[src/hdl/bsce_pkg.sv]
`default_nettype none
package bsce_pkg;

  localparam int MAX_CP     = 64;
  localparam int MAX_DEG    = 3;
  localparam int KNOT_DEPTH = MAX_CP + MAX_DEG + 1;
  localparam int BASIS_FRAC = 30;
  localparam int BASIS_W    = BASIS_FRAC + 1;
  localparam int KIDX_W     = $clog2(KNOT_DEPTH);
  localparam int PIDX_W     = $clog2(MAX_CP);
  localparam int CNT_W      = $clog2(MAX_CP + 1);
  localparam int DEG_W      = 2;
  localparam int ACC_W      = 40;
  localparam int QCNT_W     = $clog2(BASIS_FRAC);

  localparam logic [BASIS_W-1:0] BASIS_ONE = {1'b1, {BASIS_FRAC{1'b0}}};

  localparam logic [1:0] OP_KNOT  = 2'd0;
  localparam logic [1:0] OP_POINT = 2'd1;
  localparam logic [1:0] OP_EVAL  = 2'd2;

  typedef struct packed {
    logic [1:0]         opcode;
    logic [6:0]         entry_index;
    logic signed [31:0] knot_value;
    logic signed [31:0] coord_x;
    logic signed [31:0] coord_y;
    logic signed [31:0] coord_z;
    logic signed [31:0] param_u;
  } in_item_t;

  typedef struct packed {
    logic signed [31:0] out_x;
    logic signed [31:0] out_y;
    logic signed [31:0] out_z;
  } out_item_t;

  typedef enum logic [2:0] {
    SOP_NONE, SOP_MX, SOP_MY, SOP_MZ, SOP_AZ
  } sum_op_t;

  typedef enum logic [1:0] {
    BW_NONE, BW_INIT, BW_ZERO, BW_SUM
  } bw_src_t;

  typedef struct packed {
    logic              take;
    logic [KIDX_W-1:0] kaddr;
    logic [KIDX_W-1:0] baddr;
    logic [KIDX_W-1:0] waddr;
    bw_src_t           bw;
    logic              cap_ka;
    logic              cap_kb;
    logic              cap_kc;
    logic              cap_kd;
    logic              cap_bi;
    logic              cap_bi1;
    logic              div_start;
    logic              div_right;
    logic              mul0;
    logic              mul1;
    logic              cap_pt;
    sum_op_t           sum_op;
    logic              out_load;
  } dp_cmd_t;

  typedef struct packed {
    logic div_done;
    logic pair_zero;
  } dp_stat_t;

endpackage
`default_nettype wire

[src/hdl/bsce_ctrl.sv]
`default_nettype none
module bsce_ctrl import bsce_pkg::*; (
  input  wire logic             clk,
  input  wire logic             rst_n,
  input  wire logic             start,
  input  wire logic [1:0]       opcode,
  input  wire logic [DEG_W-1:0] cfg_degree,
  input  wire logic [6:0]       cfg_npts,
  input  wire dp_stat_t         stat,
  output dp_cmd_t               cmd,
  output logic                  busy,
  output logic                  out_valid
);

  typedef enum logic [4:0] {
    S_IDLE, S_IA0, S_IA1, S_IWR,
    S_BR0, S_BR1, S_BCHK,
    S_K0, S_K1, S_K2, S_K3, S_K4,
    S_D0S, S_D0W, S_D1S, S_D1W,
    S_MUL0, S_MUL1, S_BWR,
    S_SR, S_SCAP, S_SMX, S_SMY, S_SMZ, S_SAZ,
    S_DONE
  } state_t;

  state_t            state_r, state_nxt;
  logic [KIDX_W-1:0] i_r, i_nxt;
  logic [DEG_W-1:0]  d_r, d_nxt;
  logic [KIDX_W-1:0] m_r, m_nxt;
  logic [CNT_W-1:0]  n_r, n_nxt;
  logic [DEG_W-1:0]  p_r, p_nxt;
  logic              ov_r, ov_nxt;
  logic [CNT_W-1:0]  n_eff;
  logic [KIDX_W-1:0] i_inc, i_pd, i_pd1;
  logic              at_end;

  assign n_eff = (cfg_npts > 7'(MAX_CP)) ? CNT_W'(MAX_CP) : cfg_npts;
  assign i_inc = i_r + 1'b1;
  assign i_pd  = i_r + KIDX_W'(d_r);
  assign i_pd1 = i_pd + 1'b1;
  // The level ends once i + 1 + d reaches m.
  assign at_end = !(i_pd1 < m_r);

  always_comb begin
    cmd       = '0;
    cmd.bw    = BW_NONE;
    cmd.sum_op = SOP_NONE;
    cmd.waddr = i_r;
    cmd.baddr = i_r;
    cmd.kaddr = i_r;
    state_nxt = state_r;
    i_nxt     = i_r;
    d_nxt     = d_r;
    m_nxt     = m_r;
    n_nxt     = n_r;
    p_nxt     = p_r;
    ov_nxt    = 1'b0;

    unique case (state_r)
      S_IDLE: begin
        cmd.take = start;
        if (start && opcode == OP_EVAL) begin
          p_nxt = cfg_degree;
          n_nxt = n_eff;
          m_nxt = KIDX_W'(n_eff) + KIDX_W'(cfg_degree);
          i_nxt = '0;
          state_nxt = (n_eff == '0) ? S_DONE : S_IA0;
        end
      end
      S_IA0: begin
        cmd.kaddr = i_r;
        state_nxt = S_IA1;
      end
      S_IA1: begin
        cmd.kaddr  = i_inc;
        cmd.cap_ka = 1'b1;
        state_nxt  = S_IWR;
      end
      S_IWR: begin
        cmd.bw = BW_INIT;
        if (i_inc < m_r) begin
          i_nxt     = i_inc;
          state_nxt = S_IA0;
        end else if (p_r != '0 && KIDX_W'(1) < m_r) begin
          d_nxt     = DEG_W'(1);
          i_nxt     = '0;
          state_nxt = S_BR0;
        end else begin
          i_nxt     = '0;
          state_nxt = S_SR;
        end
      end
      S_BR0: begin
        cmd.baddr = i_r;
        state_nxt = S_BR1;
      end
      S_BR1: begin
        cmd.baddr  = i_inc;
        cmd.cap_bi = 1'b1;
        state_nxt  = S_BCHK;
      end
      S_BCHK, S_BWR: begin
        if (state_r == S_BCHK) begin
          cmd.cap_bi1 = 1'b1;
        end
        if (state_r == S_BCHK && !stat.pair_zero) begin
          state_nxt = S_K0;
        end else begin
          cmd.bw = (state_r == S_BCHK) ? BW_ZERO : BW_SUM;
          if (!at_end) begin
            i_nxt     = i_inc;
            state_nxt = S_BR0;
          end else if (d_r < p_r && KIDX_W'(d_r) + 1'b1 < m_r) begin
            d_nxt     = d_r + 1'b1;
            i_nxt     = '0;
            state_nxt = S_BR0;
          end else begin
            i_nxt     = '0;
            state_nxt = S_SR;
          end
        end
      end
      S_K0: begin
        cmd.kaddr = i_r;
        state_nxt = S_K1;
      end
      S_K1: begin
        cmd.kaddr  = i_pd;
        cmd.cap_ka = 1'b1;
        state_nxt  = S_K2;
      end
      S_K2: begin
        cmd.kaddr  = i_inc;
        cmd.cap_kc = 1'b1;
        state_nxt  = S_K3;
      end
      S_K3: begin
        cmd.kaddr  = i_pd1;
        cmd.cap_kb = 1'b1;
        state_nxt  = S_K4;
      end
      S_K4: begin
        cmd.cap_kd = 1'b1;
        state_nxt  = S_D0S;
      end
      S_D0S: begin
        cmd.div_start = 1'b1;
        state_nxt     = S_D0W;
      end
      S_D0W: begin
        if (stat.div_done) begin
          state_nxt = S_D1S;
        end
      end
      S_D1S: begin
        cmd.div_right = 1'b1;
        cmd.div_start = 1'b1;
        state_nxt     = S_D1W;
      end
      S_D1W: begin
        cmd.div_right = 1'b1;
        if (stat.div_done) begin
          state_nxt = S_MUL0;
        end
      end
      S_MUL0: begin
        cmd.mul0  = 1'b1;
        state_nxt = S_MUL1;
      end
      S_MUL1: begin
        cmd.mul1  = 1'b1;
        state_nxt = S_BWR;
      end
      S_SR: begin
        cmd.baddr = i_r;
        state_nxt = S_SCAP;
      end
      S_SCAP: begin
        cmd.cap_pt = 1'b1;
        state_nxt  = S_SMX;
      end
      S_SMX: begin
        cmd.sum_op = SOP_MX;
        state_nxt  = S_SMY;
      end
      S_SMY: begin
        cmd.sum_op = SOP_MY;
        state_nxt  = S_SMZ;
      end
      S_SMZ: begin
        cmd.sum_op = SOP_MZ;
        state_nxt  = S_SAZ;
      end
      S_SAZ: begin
        cmd.sum_op = SOP_AZ;
        if (CNT_W'(i_inc) < n_r) begin
          i_nxt     = i_inc;
          state_nxt = S_SR;
        end else begin
          state_nxt = S_DONE;
        end
      end
      S_DONE: begin
        cmd.out_load = 1'b1;
        ov_nxt       = 1'b1;
        state_nxt    = S_IDLE;
      end
      default: begin
        state_nxt = S_IDLE;
      end
    endcase
  end

  always_ff @(posedge clk) begin
    if (!rst_n) begin
      state_r <= S_IDLE;
      ov_r    <= 1'b0;
    end else begin
      state_r <= state_nxt;
      ov_r    <= ov_nxt;
    end
    i_r <= i_nxt;
    d_r <= d_nxt;
    m_r <= m_nxt;
    n_r <= n_nxt;
    p_r <= p_nxt;
  end

  assign busy      = (state_r != S_IDLE);
  assign out_valid = ov_r;

endmodule
`default_nettype wire
[config.mk]
export PLATFORM = sky130hd
export DESIGN_NAME = bsce_ctrl
export DESIGN_NICKNAME = d
export VERILOG_FILES = /design/src/hdl/bsce_pkg.sv /design/src/hdl/bsce_ctrl.sv
export SDC_FILE = /design/constraint.sdc
export NUM_CORES = 1
export LEC_CHECK = 0
export ABC_AREA = 1
export ABC_CLOCK_PERIOD_IN_PS = 3000
export BUFFER_PORTS_ARGS = -buffer_cell sky130_fd_sc_hd__buf_2
export CAP_MARGIN = 20
export CORE_MARGIN = 2
export CORE_UTILIZATION = 35
export CTS_CLUSTER_DIAMETER = 100
export DETAILED_ROUTE_END_ITERATION = 6
export MAX_ROUTING_LAYER = met4
export PLACE_DENSITY = 0.62
export SETUP_SLACK_MARGIN = 0.5
export SYNTH_ARGS = -nofsm -noshare
export SYNTH_HDL_FRONTEND = slang
export SYNTH_SLANG_ARGS = --single-unit
[constraint.sdc]
create_clock -name clk -period 3 [get_ports clk]
set_input_delay 0.45 -clock clk [delete_from_list [all_inputs] [get_ports clk]]
set_output_delay 0.45 -clock clk [all_outputs]
set_load 0.05 [all_outputs]
==> flow_summary.ini, run 1 <==
[run_status]
status = finished, violations left
violations = setup timing

[sta]
max_freq_mhz = 325
slew_headroom_pct = 53.3
finalMaxSlewViolations = 0
period_share_pct = 103
tightest_slew_ns = 0.701
rsz0062_at_grt = yes
period_needed_ns = 3.08
hold_viol_final = 0
finalSetupViolations = 12
fin_ws_ns = -0.0765
fin_skew_ns = 0.0101
hold_slack_ns = 0.362

[layout]
layout_commonest_cell = nand2_1
drive_gt1_share_pct = 32.1
nets = 575
diodes = 0
syn_to_final_growth_pct = 36.3
layout.cells.most_common_list = nand2_1 (103), inv_1 (68), nor2_1 (50)
final_core_util_pct = 48.3

[logic_synthesis]
synthFlopType = edfxtp_1
synth_area_leader_cell = edfxtp_1
yosys.area.top_type_share_pct = 24.7
avgSynthCellArea_um2 = 6.93
syn_nets = 485
ys_ff_latch = 31
synth_edf_count = 25
yosysUniqueCellTypes = 43
synth.area.top_cells = edfxtp_1 (25%), nand2_1 (14%), ha_1 (12%), inv_1 (8.6%), nor2_1 (7.2%)
synth.cell_area_um2 = 3040
ys_seq_area_share_pct = 28.6
syn_inst = 439
yosys_warnings = 0
synth-async-reset-ratio_pct = 0

[worst_setup_path]
required_ns = 2.99
crit_fanout = 3
slowest_stage = fa_2
crit_path_end_kind = register
path_cells = ha_2 -> fa_2 -> ha_4 -> nand4_1 -> nor2_1 -> nand3_1 -> and2_4 -> ha_4 -> nand2_2 -> nor2_2 -> nand2_2 -> nand3_2 -> nand4_1 -> a21oi_2
r2r_start = d_r[0]
worstSetupPathType = register to register
crit_path_start_kind = register
cpPeakStageDelay_ns = 0.56
startpoint = d_r[0]
worst-endpoint-arrival_ns = 3.07

[global_routing]
antenna_found_initial = 0
grt_pass1_wl_um = 14500
track_usage_pct = 19.3
grt_pass1_vias = 2982
grt_max_degree = 17
grt_overflow = 0

[placement]
place_ws_ns = -0.0975
gp_congestion = 0.967
dp_hpwl_um = 7100
portBuffers = 56

[drt]
drc = 0
routedWlPerCell_um = 13.9
first_iter_violations = 238
final_antenna_net_count = 0
wl_um = 8890
num_vias = 3164
dr.pass1.iters = 5
via_per_inst = 4.96

[die]
start_util_pct = 35.4
placementRows = 34
dieWidth_um = 97.2
die_area_um2 = 9450
die_y_um = 97.2
core_area_um2 = 8590
ioPinCount = 57

[power]
swShare_pct = 35.6
power.density_nw_per_um2 = 320
peakVddDrop_v = 0.000151
p_int_uw = 855
pwr-share-comb_pct = 36.2
power_frac_clock_pct = 26.0
p_sw_uw = 473
p_seq_share_pct = 37.8
leakage_uw = 0.00211

[clock_tree]
tritoncts = built
cts_buffers = 5
htreeDepth = 2
ctsHoldBuffers = 0
clkSinkCount = 31
cts.clk_slew.worst_paths_ns = 0.07
root_buffer = clkbuf_8
clk_latency_ns = 0.29
cts_max_path_buffers = 2

[job]
drv_cap = 0

[hold_path]
hp-start = cfg_degree[0]
hp-class = input port to register
[worst max-delay path: cells and delay by family (launching register included)]
family | cells | cell delay [ns]
AOI/OAI and AO/OA | 1 | 0.18
adders and majority gates | 4 | 1.16
DFF | 1 | 0.41
and+or+nand+nor | 9 | 1.00
[through the flow]
stage | setup TNS (ns) | instances | total power [uW] | area, um2
2_1_floorplan | -2.30 | 439 | 787 | 3150
3_3_place_gp | -0.0453 | 621 | 903 | 3700
3_5_place_dp | -0.790 | 621 | 909 | 3700
4_1_cts | -0.131 | 634 | 1280 | 3930
5_1_grt | -3.17 | 638 | 1400 | 4150
6_report | -0.447 | 638 | 1330 | 4150
[sequential cells by signal, indices dropped and copies added (netlist names)]
signal and count:
out_valid 1, state_r 5, n_r 7, d_r 2, i_r 7, p_r 2
m_r 7
[power groups by stage]
stage	Combinational (uW)	Sequential [uW]	Clock, uW
2_1_floorplan	261	526	0
6_report	481	502	345
4_1_cts	428	501	350
5_1_grt	526	504	372
3_3_place_gp	394	509	0
3_5_place_dp	400	510	0
[routing by layer]
metal | global-route usage (%) | wire [um]
met5 | - | 0
met4 | 5.56 | 127
met3 | 2.37 | 448
met2 | 31.4 | 4370
met1 | 25.6 | 3940
[layout make-up]
type | count | area [um2]
timing repair buffer | 89 | 614
clock buffer | 7 | 86.3
fill | 864 | 4450
multi-input combinational | 324 | 2140
clock inverter | 1 | 5.00
sequential | 31 | 873
inverter | 78 | 294
tap | 108 | 135
[kinds of logic after synthesis]
family	share of synthesized area, %
buffers and inverters	10.8
XOR/XNOR	4.28
adder cells (fa/ha/maj)	12.8
flip-flops	28.6
AO/OA/AOI/OAI	8.72
AND/OR/NAND/NOR	34.8
[Yosys cell counts (2+ instances only)]
cell type / count
nor4_1: 2
edfxtp_1: 25
and2_1: 2
or2_2: 2
inv_2: 7
nor2_2: 5
ha_1: 28
xnor2_1: 4
o21ai_0: 10
a21oi_1: 17
nor2_4: 3
nand2_2: 3
xor2_1: 9
o211ai_1: 2
nand2_1: 114
nor2_1: 58
a21o_1: 3
buf_4: 2
clkbuf_2: 2
o2111ai_1: 3
fa_1: 2
nand4_1: 12
inv_1: 70
nor3b_1: 2
nand3_1: 28
nor3_1: 2
dfxtp_1: 6
[timing repair]
action	in CTS	in global routing
setup endpoints to repair	30	34
pin swaps	10	15
gates resized for setup	27	41
setup buffers	5	4
[final timing paths]
check	endpoint	slack [ns]	depth (start not counted)
setup reg to reg	d_r[0]	-0.08	14
hold reg to reg	out_valid	0.60	2
setup / recovery	d_r[0]	-0.08	14
hold / removal	p_r[0]	0.36	1
(Power assumes the default switching activity.)
==> run 2, diff against run 1 <==
--- a/config.mk
+++ b/config.mk
@@ -10,11 +10,12 @@
 export BUFFER_PORTS_ARGS = -buffer_cell sky130_fd_sc_hd__buf_2
 export CAP_MARGIN = 20
 export CORE_MARGIN = 2
-export CORE_UTILIZATION = 35
+export CORE_UTILIZATION = 51
 export CTS_CLUSTER_DIAMETER = 100
 export DETAILED_ROUTE_END_ITERATION = 6
 export MAX_ROUTING_LAYER = met4
-export PLACE_DENSITY = 0.62
+export PLACE_DENSITY = 0.82
+export REMOVE_ABC_BUFFERS = 1
 export SETUP_SLACK_MARGIN = 0.5
 export SYNTH_ARGS = -nofsm -noshare
 export SYNTH_HDL_FRONTEND = slang
==> flow_summary.ini, run 2 (synthesized netlist as in run 1, its figures left out) <==
[job]
drv_cap = 0

[worst_setup_path]
crit_fanout = 6
worst-r2r-cell-count = 17
worstSetupPathType = register to register
r2r_setup_slack_ns = -0.43
crit_path_start_kind = register
rr_endpoint = i_r[0]
required_ns = 3.05
r2r_start = i_r[0]
worst-endpoint-arrival_ns = 3.48
crit_path_end_kind = register

[clock_tree]
cts.clk_slew.worst_paths_ns = 0.08
clk_latency_ns = 0.29
ctsHoldBuffers = 0
htreeDepth = 2
clkSinkCount = 31
tritoncts = built
cts_buffers = 5
root_buffer = clkbuf_8
cts_max_path_buffers = 2

[sta]
rsz0062_at_grt = yes
max_freq_mhz = 292
slew_headroom_pct = 51.0
fin_skew_ns = 0.0168
fin_ws_ns = -0.427
hold_slack_ns = 0.367
finalMaxSlewViolations = 0
period_needed_ns = 3.43
period_share_pct = 114
hold_viol_final = 0
tightest_slew_ns = 0.735
finalSetupViolations = 18

[hold_path]
min_to = p_r[0]
hp-class = input port to register
min_path_cells = 1
hp-start = cfg_degree[0]

[die]
die_y_um = 81.2
ioPinCount = 57
core_area_um2 = 5850
dieWidth_um = 81.2
die_area_um2 = 6600
start_util_pct = 52.0
placementRows = 28

[layout]
diodes = 0
syn_to_final_growth_pct = 42.7
layout_commonest_cell = nand2_1
nets = 586
layout.cells.most_common_list = nand2_1 (99), inv_1 (65), nor2_1 (47)
final_core_util_pct = 74.2
fin_cells = 616
drive_gt1_share_pct = 37.3
reg.largest.list = i_r: 7 flops, m_r: 7 flops, n_r: 7 flops

[drt]
final_antenna_net_count = 0
first_iter_violations = 420
routedWlPerCell_um = 18.8
via_per_inst = 6.02
dr.pass1.iters = 6
wl_um = 11600
drc = 0
num_vias = 3710

[run_status]
violations = setup timing
status = finished, violations left

[global_routing]
grt_overflow = 0
grt_pass1_vias = 3224
antenna_found_initial = 0
grt_pass1_wl_um = 15200
track_usage_pct = 31.2
grt_max_degree = 17

[placement]
dp.cells = 580
place_ws_ns = -0.176
dp_hpwl_um = 6500
portBuffers = 56
gp_congestion = 0.937

[power]
power_uw = 1480
power.density_nw_per_um2 = 342
peakVddDrop_v = 0.000221
leakage_uw = 0.00219
## run 2: changes by cell type in the layout (fill, tap and decap cells not counted), moves of 3 or more
cell     previous run  this run
a21oi_1            15        12
buf_4              30        36
buf_6              11        16
inv_1              68        65
inv_2               9        12
nand2_1           103        99
nor2_1             50        47
## run 2: critical path, cell delays in order, from the launching register on
cell      delay, ns
edfxtp_1       0.42
ha_2           0.23
fa_2           0.43
nand2_2        0.09
inv_2          0.06
nor2_4         0.20
nand4_1        0.19
nor2_2         0.16
nand3_1        0.16
and2_4         0.20
ha_4           0.28
nand2_4        0.06
nor2_2         0.11
nand2_2        0.09
nand3_2        0.11
nand3b_1       0.13
inv_2          0.16
nor2_1         0.08
## run 2: repair_timing
item | 4_1_cts | 5_1_grt
endpoints found under the setup margin | 30 | 35
resized for setup | 61 | 63
pin swaps | 35 | 33
buffers inserted | 18 | 10
## run 2: cell type report
cell class / instances / area (um2)
well taps: 75 / 93.8
flip-flops and latches: 31 / 881
inverters: 78 / 295
multi-input cells: 324 / 2230
clock buffers: 5 / 68.8
fillers: 358 / 1510
repair buffers: 100 / 731
clock inverters: 3 / 43.8
## run 2: metal layers
metal / track usage, % / up-vias / share of wire [%]
met5: - / - / 0
met4: 16.4 / 0 / 6.0
met3: 5.00 / 88 / 11
met2: 51.6 / 338 / 48
met1: 36.5 / 1669 / 36
li1: - / 1615 / -
## run 2: where the power goes
group / leakage [uW] / internal, uW / switching, uW
Clock: 0.0000581 / 247 / 181
Sequential: 0.000284 / 482 / 14.1
Combinational: 0.00185 / 210 / 349
## run 2: worst max path at each step
stage          startpoint  endpoint  slack [ns]  cells past startpoint
2_1_floorplan      i_r[0]    d_r[0]       -0.35                     14
3_3_place_gp       i_r[0]    d_r[0]        0.01                     16
3_5_place_dp       i_r[0]    d_r[1]       -0.18                     16
4_1_cts            d_r[0]    i_r[3]       -0.03                     15
5_1_grt            i_r[0]    d_r[1]       -0.60                     16
6_report           i_r[0]    i_r[0]       -0.43                     17
## run 2: metrics by stage
| step | area [um2] | TNS, ns |
|---|---|---|
| final | 4340 | -5.71 |
| after detailed placement | 3500 | -1.68 |
| after global routing | 4340 | -8.05 |
| after floorplan | 3010 | -6.52 |
| after CTS | 4000 | -0.143 |
| after global placement | 3500 | 0 |
==> run 3, diff against run 2 <==
--- a/config.mk
+++ b/config.mk
@@ -13,10 +13,10 @@
 export CORE_UTILIZATION = 51
 export CTS_CLUSTER_DIAMETER = 100
 export DETAILED_ROUTE_END_ITERATION = 6
-export MAX_ROUTING_LAYER = met4
 export PLACE_DENSITY = 0.82
 export REMOVE_ABC_BUFFERS = 1
 export SETUP_SLACK_MARGIN = 0.5
+export SKIP_LAST_GASP = 1
 export SYNTH_ARGS = -nofsm -noshare
 export SYNTH_HDL_FRONTEND = slang
 export SYNTH_SLANG_ARGS = --single-unit
==> flow_summary.ini, run 3 (synthesized netlist as in run 1, its figures left out) <==
[run_status]
status = finished, violations left
violations = setup timing

[clock_tree]
cts.clk_slew.worst_paths_ns = 0.08
root_buffer = clkbuf_8
htreeDepth = 2
tritoncts = built
clkSinkCount = 31
clk_latency_ns = 0.30
cts_max_path_buffers = 2
cts_buffers = 5

[die]
die_y_um = 81.2
die_area_um2 = 6600
start_util_pct = 52.0
placementRows = 28
dieWidth_um = 81.2
ioPinCount = 57
core_area_um2 = 5850

[layout]
fin_cells = 617
final_core_util_pct = 73.9
stdcell_area_um2 = 4320
layout_commonest_cell = nand2_1
drive_gt1_share_pct = 37.3
nets = 587
diodes = 0
syn_to_final_growth_pct = 42.2
multi_input_area_um2 = 2190
layout.cells.most_common_list = nand2_1 (99), inv_1 (65), nor2_1 (48)
fillers = 391
reg.largest.list = i_r: 7 flops, m_r: 7 flops, n_r: 7 flops
seq_area_um2 = 881

[placement]
dp_hpwl_um = 6330
portBuffers = 56
dpl_cell_area_um2 = 3500
place_ws_ns = -0.159
dp.cells = 580
gp_congestion = 0.928

[worst_setup_path]
required_ns = 3.05
crit_path_start_kind = register
worst-endpoint-arrival_ns = 3.36
r2r_setup_slack_ns = -0.31
worstSetupPathType = register to register
crit_path_end_kind = register
crit_fanout = 6

[drt]
wl_um = 11300
met2_length_um = 5320
final_antenna_net_count = 0
drc = 0
num_vias = 3656
first_iter_violations = 371
wl_met3_um = 1040
dr.pass1.iters = 6
routedWlPerCell_um = 18.3
via_per_inst = 5.93
dr.max_layer_used = met4
wl_met1_um = 4060

[sta]
max_freq_mhz = 302
period_needed_ns = 3.31
finalMaxSlewViolations = 0
hold_viol_final = 0
tightest_slew_ns = 0.730
fin_ws_ns = -0.311
rsz0062_at_grt = yes
hold_slack_ns = 0.355
period_share_pct = 110
slew_headroom_pct = 51.3
fin_skew_ns = 0.0131
finalSetupViolations = 25

[hold_path]
hp-class = input port to register

[global_routing]
grt_max_degree = 17
antenna_found_initial = 0
track_usage_pct = 29.1
grt_pass1_vias = 3101
grt_overflow = 0
grt_pass1_wl_um = 14400

[power]
peakVddDrop_v = 0.000216
power.density_nw_per_um2 = 344
leakage_uw = 0.00220

[job]
drv_cap = 0
## run 3: through the flow
stage | power (uW) | TNS [ns]
finish | 1490 | -4.77
detailed placement | 876 | -1.22
floorplan | 768 | -6.52
global route | 1530 | -6.97
CTS | 1360 | -0.161
global placement | 867 | 0
## run 3: final cells by class
class / instances / share of cell area, %
multi-input combinational: 324 / 50.8
sequential: 31 / 20.4
timing repair buffer: 101 / 17.2
inverter: 78 / 6.94
tap: 75 / 2.17
clock buffer: 5 / 1.59
clock inverter: 3 / 1.01
## run 3: repair_timing
item                                    in CTS  in global routing
pin swaps                                   33                 24
gates resized for setup                     64                 69
hold buffers                                 0                  0
endpoints found under the setup margin      30                 35
setup buffers                               17                 12
## run 3: critical path, cell delays in order, from the launching register on
cell and delay, ns:
edfxtp_1 0.42, ha_2 0.23, fa_2 0.61, ha_4 0.19, nand4_1 0.15, nor2_2 0.17
nand3_2 0.12, and2_4 0.17, ha_4 0.26, nand2_2 0.06, a21oi_2 0.14, nor2_2 0.06
nand3_2 0.08, nand3b_1 0.13, inv_2 0.17, nor2_1 0.09
## run 3: path summary, 6_finish.rpt
path | endpoint | cells past startpoint | start
min | p_r[0] | 1 | cfg_degree[0]
max | i_r[3] | 15 | i_r[0]
max reg2reg | i_r[3] | 15 | i_r[0]
min reg2reg | out_valid | 2 | state_r[3]
## run 3: report_power, final
| part | total (uW) | internal, uW | switching, uW | leakage [uW] |
|---|---|---|---|---|
| Sequential | 500 | 482 | 18.4 | 0.000284 |
| Clock | 432 | 247 | 185 | 0.0000581 |
| Combinational | 556 | 215 | 341 | 0.00186 |
| Total | 1490 | 944 | 544 | 0.00220 |
## run 3: routing by layer
| layer | track usage (%) | vias up |
|---|---|---|
| li1 | - | 1623 |
| met5 | 0 | - |
| met4 | 16.6 | 0 |
| met1 | 34.4 | 1653 |
| met3 | 3.56 | 93 |
| met2 | 50.6 | 287 |
